`config.mk`:
```
export PLATFORM = sky130hd
export DESIGN_NAME = eap_attribute_stream_parser_flat
export DESIGN_NICKNAME = d
export VERILOG_FILES = /design/src/eap_pkg.sv /design/src/eap_in_if.sv /design/src/eap_out_if.sv /design/src/eap_parse_core.sv /design/src/eap_attribute_stream_parser.sv /design/src/flat_wrapper.sv
export SDC_FILE = /design/constraint.sdc
export NUM_CORES = 1
export LEC_CHECK = 0
export ABC_AREA = 1
export BUFFER_PORTS_ARGS = -buffer_cell sky130_fd_sc_hd__buf_4
export CAP_MARGIN = 20
export CELL_PAD_IN_SITES_DETAIL_PLACEMENT = 1
export CELL_PAD_IN_SITES_GLOBAL_PLACEMENT = 2
export CORE_ASPECT_RATIO = 1.1
export CORE_MARGIN = 5
export CORE_UTILIZATION = 38
export DETAILED_ROUTE_END_ITERATION = 6
export HOLD_SLACK_MARGIN = 0.03
export PLACE_DENSITY = 0.82
export SYNTH_ARGS = -nofsm -noshare
export SYNTH_HDL_FRONTEND = slang
export SYNTH_SLANG_ARGS = --single-unit
```
`constraint.sdc`:
```
create_clock -name clk -period 4.1 [get_ports clk]
set_input_delay 0.205 -clock clk [delete_from_list [all_inputs] [get_ports clk]]
set_output_delay 0.205 -clock clk [all_outputs]
set_load 0.02 [all_outputs]
```
`src/eap_pkg.sv`:
```
// Shared types and codes for the attribute stream parser.
`default_nettype none

package eap_pkg;

    // Parse phase within the byte stream
    typedef enum logic [1:0] {
        PH_TYPE  = 2'd0,
        PH_LEN   = 2'd1,
        PH_VALUE = 2'd2,
        PH_ERROR = 2'd3
    } phase_t;

    // Input opcodes
    localparam logic OP_BYTE = 1'b0;
    localparam logic OP_END  = 1'b1;

    // Result record kinds
    localparam logic [1:0] KIND_VALUE = 2'd0;
    localparam logic [1:0] KIND_DONE  = 2'd1;
    localparam logic [1:0] KIND_ERROR = 2'd2;

    // Error codes
    localparam logic [1:0] ERR_NONE      = 2'd0;
    localparam logic [1:0] ERR_ZERO_LEN  = 2'd1;
    localparam logic [1:0] ERR_TRUNC_HDR = 2'd2;
    localparam logic [1:0] ERR_TRUNC_VAL = 2'd3;

    // Length word is in units of four bytes and counts the type and length bytes
    localparam logic [9:0] HEADER_BYTES = 10'd2;

    typedef struct packed {
        logic       opcode;
        logic [7:0] data_byte;
    } in_item_t;

    typedef struct packed {
        logic [1:0] record_kind;
        logic [7:0] attr_type;
        logic [7:0] value_byte;
        logic [9:0] value_index;
        logic       value_last;
        logic [9:0] value_length;
        logic [1:0] error_code;
    } out_item_t;

    // Parser state carried between items
    typedef struct packed {
        phase_t     phase;
        logic [7:0] current_type;
        logic [9:0] bytes_left;
        logic [9:0] byte_position;
        logic [9:0] total_value_length;
    } parse_state_t;

    localparam parse_state_t PARSE_STATE_RESET = '{
        phase:              PH_TYPE,
        current_type:       8'd0,
        bytes_left:         10'd0,
        byte_position:      10'd0,
        total_value_length: 10'd0
    };

endpackage

`default_nettype wire

```
`src/eap_in_if.sv`:
```
// Input channel of the attribute stream parser: one buffer byte or end mark per item.
`default_nettype none

interface eap_in_if;
    import eap_pkg::*;

    logic     valid;
    logic     ready;
    in_item_t item;

    modport source (output valid, output item, input ready);
    modport sink   (input valid, input item, output ready);
endinterface

`default_nettype wire

```
`src/eap_out_if.sv`:
```
// Result channel of the attribute stream parser: one record per item.
`default_nettype none

interface eap_out_if;
    import eap_pkg::*;

    logic      valid;
    logic      ready;
    out_item_t item;

    modport source (output valid, output item, input ready);
    modport sink   (input valid, input item, output ready);
endinterface

`default_nettype wire

```
`src/eap_parse_core.sv`:
```
// Next-state and result logic for one input item of the attribute parser.
`default_nettype none

module eap_parse_core (
    input  eap_pkg::parse_state_t state,
    input  eap_pkg::in_item_t     item,
    output eap_pkg::parse_state_t state_next,
    output logic                  emit,
    output eap_pkg::out_item_t    result
);
    import eap_pkg::*;

    logic [9:0] length_bytes;
    logic       value_last;

    // Value length from the length word: words times four, minus the header
    assign length_bytes = {item.data_byte, 2'b00} - HEADER_BYTES;
    assign value_last   = (state.bytes_left == 10'd1);

    always_comb
    begin
        state_next = state;
        emit       = 1'b0;
        result     = '0;

        if (item.opcode == OP_END)
        begin
            // Report how the buffer ended, then return to reset state
            emit       = 1'b1;
            state_next = PARSE_STATE_RESET;
            unique case (state.phase)
                PH_TYPE:
                begin
                    result.record_kind = KIND_DONE;
                end
                PH_LEN:
                begin
                    result.record_kind = KIND_ERROR;
                    result.attr_type   = state.current_type;
                    result.error_code  = ERR_TRUNC_HDR;
                end
                PH_VALUE:
                begin
                    result.record_kind  = KIND_ERROR;
                    result.attr_type    = state.current_type;
                    result.value_length = state.total_value_length;
                    result.error_code   = ERR_TRUNC_VAL;
                end
                default:
                begin
                    result.record_kind = KIND_ERROR;
                    result.attr_type   = state.current_type;
                    result.error_code  = ERR_ZERO_LEN;
                end
            endcase
        end
        else
        begin
            unique case (state.phase)
                PH_TYPE:
                begin
                    // Hold the type byte
                    state_next.current_type = item.data_byte;
                    state_next.phase        = PH_LEN;
                end
                PH_LEN:
                begin
                    if (item.data_byte == 8'd0)
                    begin
                        // Flag a zero length now; drop bytes until end of buffer
                        state_next.phase   = PH_ERROR;
                        emit               = 1'b1;
                        result.record_kind = KIND_ERROR;
                        result.attr_type   = state.current_type;
                        result.error_code  = ERR_ZERO_LEN;
                    end
                    else
                    begin
                        state_next.total_value_length = length_bytes;
                        state_next.bytes_left         = length_bytes;
                        state_next.byte_position      = 10'd0;
                        state_next.phase              = PH_VALUE;
                    end
                end
                PH_VALUE:
                begin
                    // Emit the value byte and advance the counters
                    emit                = 1'b1;
                    result.record_kind  = KIND_VALUE;
                    result.attr_type    = state.current_type;
                    result.value_byte   = item.data_byte;
                    result.value_index  = state.byte_position;
                    result.value_last   = value_last;
                    result.value_length = state.total_value_length;
                    result.error_code   = ERR_NONE;
                    if (value_last)
                    begin
                        state_next.phase         = PH_TYPE;
                        state_next.bytes_left    = 10'd0;
                        state_next.byte_position = 10'd0;
                    end
                    else
                    begin
                        state_next.bytes_left    = state.bytes_left - 10'd1;
                        state_next.byte_position = state.byte_position + 10'd1;
                    end
                end
                default:
                begin
                    // Error phase: ignore data bytes
                end
            endcase
        end
    end

endmodule

`default_nettype wire

```
`src/eap_attribute_stream_parser.sv`:
```
// Top level of the streaming type-length-value attribute parser.
//
// Takes one buffer byte (or an end-of-buffer mark) per item and returns at
// most one record per item: each value byte with its attribute type, index,
// value length and last flag; an error record as soon as a zero length word
// is seen; and on end of buffer a clean-end or truncation record, after which
// the parser is back in its reset state. The block sustains one byte per
// cycle while the output side keeps taking records; a record appears in the
// output register the cycle after its item is accepted. The parse core
// computes the next state combinationally from each item. The input is taken
// whenever the output register is empty or being emptied in the same cycle.
`default_nettype none

module eap_attribute_stream_parser (
    input  wire logic  clk,
    input  wire logic  rst_n,
    eap_in_if.sink     in_items,
    eap_out_if.source  out_items
);
    import eap_pkg::*;

    parse_state_t state_reg;
    parse_state_t state_next;
    logic         out_valid_reg;
    out_item_t    out_item_reg;
    logic         emit;
    out_item_t    result;
    logic         in_accept;

    // Accept while the result register is free or draining this cycle
    assign in_items.ready = !out_valid_reg || out_items.ready;
    assign in_accept      = in_items.valid && in_items.ready;

    eap_parse_core u_core (
        .state      (state_reg),
        .item       (in_items.item),
        .state_next (state_next),
        .emit       (emit),
        .result     (result)
    );

    // Advance parser state on each accepted item
    always_ff @(posedge clk or negedge rst_n)
    begin
        if (!rst_n)
        begin
            state_reg <= PARSE_STATE_RESET;
        end
        else if (in_accept)
        begin
            state_reg <= state_next;
        end
    end

    // Hold the result until taken
    always_ff @(posedge clk or negedge rst_n)
    begin
        if (!rst_n)
        begin
            out_valid_reg <= 1'b0;
        end
        else
        begin
            if (out_items.ready)
            begin
                out_valid_reg <= 1'b0;
            end
            if (in_accept && emit)
            begin
                out_valid_reg <= 1'b1;
            end
        end
    end

    always_ff @(posedge clk)
    begin
        if (in_accept && emit)
        begin
            out_item_reg <= result;
        end
    end

    assign out_items.valid = out_valid_reg;
    assign out_items.item  = out_item_reg;

endmodule

`default_nettype wire

```
`src/flat_wrapper.sv`:
```
// flat-port wrapper written by rule: the top's interface ports become plain ports
module eap_attribute_stream_parser_flat import eap_pkg::*;
  (clk, rst_n, in_items_valid, in_items_item, in_items_ready, out_items_valid, out_items_item, out_items_ready);
  eap_in_if in_items_i ();
  eap_out_if out_items_i ();
  input  wire logic clk;
  input  wire logic rst_n;
  input wire logic [$bits(in_items_i.valid)-1:0] in_items_valid;
  input wire logic [$bits(in_items_i.item)-1:0] in_items_item;
  output wire logic [$bits(in_items_i.ready)-1:0] in_items_ready;
  output wire logic [$bits(out_items_i.valid)-1:0] out_items_valid;
  output wire logic [$bits(out_items_i.item)-1:0] out_items_item;
  input wire logic [$bits(out_items_i.ready)-1:0] out_items_ready;
  assign in_items_i.valid = in_items_valid;
  assign in_items_i.item = in_items_item;
  assign in_items_ready = in_items_i.ready;
  assign out_items_valid = out_items_i.valid;
  assign out_items_item = out_items_i.item;
  assign out_items_i.ready = out_items_ready;
  eap_attribute_stream_parser u_core (.clk(clk), .rst_n(rst_n), .in_items(in_items_i), .out_items(out_items_i));
endmodule
```
==> flow_summary.yaml <==
outcome:
  outcome: "finished clean"
floorplanning:
  start_util_pct: 38.68
  design.core.area_um2: 10340
  io_pins: 56
  die-width_um: 107.8
  row_count: 39
  die-area_um2: 12680
  die_h_um: 117.6
sta:
  finalHoldViolCount: 0
  maxSlewHeadroom_pct: 42.47
  fmax_mhz: 384.3
  tightest_slew_ps: 863.0
  setup_violations: 0
  setup-tns-final_ps: 0
  rsz0062_at_grt: "false"
  finalClockSkew_ps: 4.608
  period_needed_ps: 2602
  maxSlewViolCount: 0
  period_share_pct: 63.47
cells_and_area:
  final_common_cell: "nand2_1"
  drive_gt1_share_pct: 19.92
  largest_register_ffs: 40
  final_cell_mix: "112 x nand2_1, 67 x inv_1, 55 x buf_4"
  fin_cells: 650
  area_growth_pct: 21.92
  final_nets: 524
  n_antenna_cell: 0
global_route:
  grt_pass1_vias: 3207
  grt_util_all_layers_pct: 16.05
  grt_max_degree: 41
  gr-total-overflow: 0
  grt_pass1_wl_um: 16220
  grt_antenna_before_repair: 0
synthesis:
  synth_edf_count: 40
  syn_area_um2: 4001
  syn_area_per_cell_um2: 8.992
  yosysWarningCount: 0
  async_flop_share_pct: 50.00
  synthCells: 445
  ys.flop_type: "edfxtp_1"
  synth.net_count: 467
  yosysUniqueCellTypes: 35
  synth-seq-cells: 80
  seq_area_frac_synth_pct: 55.03
worst_setup_path:
  worstPathArrival_ps: 2580
  cp-end-kind: "flop"
  start_kind: "flop"
  crit_type: "reg2reg"
  worstPathRequired_ps: 4080
  cp_max_fo: 40
clock_network:
  ctsResizeCount: 0
  clock_sinks: 80
  cts_inserted_buffers: 9
  clock_latency_ps: 340
  root_buffer: "clkbuf_16"
  cts_hold_buf: 1
  cts_setup_buffers: 0
  cts-htree-levels: 3
  clk_pin_slew_ps: 60
  cts_buffer_depth: 2
  tritoncts: "done"
detailed_routing:
  vias: 2983
  drt_iter0_drc: 82
  post-route-drc-count: 0
  dr.pass1.iters: 4
  wl_um: 9567
  detail_route.wl_per_cell_um: 14.72
  via_per_inst: 4.589
  postRouteAntennaNets: 0
place:
  dpl.hpwl_um: 6952
  dpl.cell_count: 633
  gp_congestion: 0.7832
  io_buffers: 54
power_and_ir_drop:
  p_int_mw: 1.837
  p_sw_uw: 954.7
  p_comb_share_pct: 28.3
  max-vdd-ir-drop_v: 0.0001797
  p_leak_nw: 2.320
  clock_power_share_pct: 32.5
  power_density_nw_per_um2: 572.2
  seq_power_share_pct: 39.2
  p_sw_share_pct: 34.20
min_path:
  holdCritPathClass: "in2reg"
run:
  cap_violations: 0
## synth_stat cells (2+ instances only)
cell	instances	area, um2
dfrtp_1	40	1001
ha_1	9	112.6
buf_2	3	15.01
nand3_4	2	35.03
o21ai_0	23	115.1
nand3_2	4	40.04
nor2_4	2	22.52
nor2_1	51	191.4
nand2_1	112	420.4
nand3_1	31	155.2
xnor2_1	2	17.52
buf_4	3	22.52
nand4_1	2	12.51
nor2_2	3	18.77
clkbuf_1	3	11.26
inv_2	6	22.52
o21ai_2	6	52.55
o21ai_1	3	15.01
nand2_2	2	12.51
inv_1	67	251.5
a21oi_1	3	15.01
nor3_1	5	25.02
nand3b_1	2	15.01
xor2_1	11	96.34
edfxtp_1	40	1201
## through the flow
step	area [um2]	hold WS, ps	power (mW)	setup WS, ps	utilization (%)
5_1_grt	4878	110.3	2.977	1198	47.16
6_report	4878	116.6	2.791	1498	47.16
3_3_place_gp	4529	238.8	1.893	1536	43.78
3_5_place_dp	4529	238.3	1.914	1419	43.78
4_1_cts	4878	105.3	2.838	1377	47.16
2_1_floorplan	4001	-90.59	1.678	1804	-
## final timing paths
path                                 startpoint                         to  slack [ps]  cells after the start
max                        u_core.state_reg[38]  u_core.out_items.item[24]        1500                      7
min                            in_items_item[0]        u_core.state_reg[2]         120                      2
max reg2reg                u_core.state_reg[38]  u_core.out_items.item[24]        1500                      7
min reg2reg                 u_core.state_reg[1]        u_core.state_reg[1]         480                      2
max in group asynchronous                 rst_n       u_core.state_reg[19]        3320                      2
min in group asynchronous                 rst_n        u_core.state_reg[1]         400                      2
## logic make-up (layout without fill, tap and decap cells)
family | count (synthesis) | in the layout | synth area share, %
adder cells (fa/ha/maj) | 9 | 9 | 2.814
other | 1 | 1 | 0.09372
AND/OR/NAND/NOR | 220 | 220 | 24.92
AO/OA/AOI/OAI | 38 | 38 | 5.691
buffers and inverters | 84 | 146 | 8.599
XOR/XNOR | 13 | 13 | 2.846
flip-flops | 80 | 80 | 55.03
## per-layer routing
| metal | GRT usage (%) | part of all wire (%) |
|---|---|---|
| met5 | 0 | 0 |
| met4 | 6.156 | 1.7 |
| met3 | 2.743 | 3.3 |
| met2 | 27.06 | 49 |
| met1 | 20.37 | 45 |
## worst max-delay path, cell delays in order, from the launching register on
cell and delay [ps]:
dfrtp_1 410, inv_1 120, ha_1 740, nand2_1 150, nand2_2 220, nand2_1 100, inv_1 60, buf_4 430
## power groups by stage
stage                     Combinational [mW]  Clock (mW)  Sequential, mW
after floorplan                        0.539           0            1.14
after global placement                 0.786           0            1.11
after detailed placement               0.803           0            1.11
after CTS                              0.811       0.930            1.10
after global routing                   0.898       0.961            1.12
final                                  0.790       0.906            1.10
## final cells by class
type | instances | area [um2]
clock buffer | 10 | 250.2
tap | 143 | 178.9
inverter | 74 | 280.3
clock inverter | 6 | 88.84
sequential | 80 | 2202
fill | 1247 | 5466
timing repair buffer | 56 | 422.9
multi-input combinational | 281 | 1455
(Power assumes the default switching activity.)
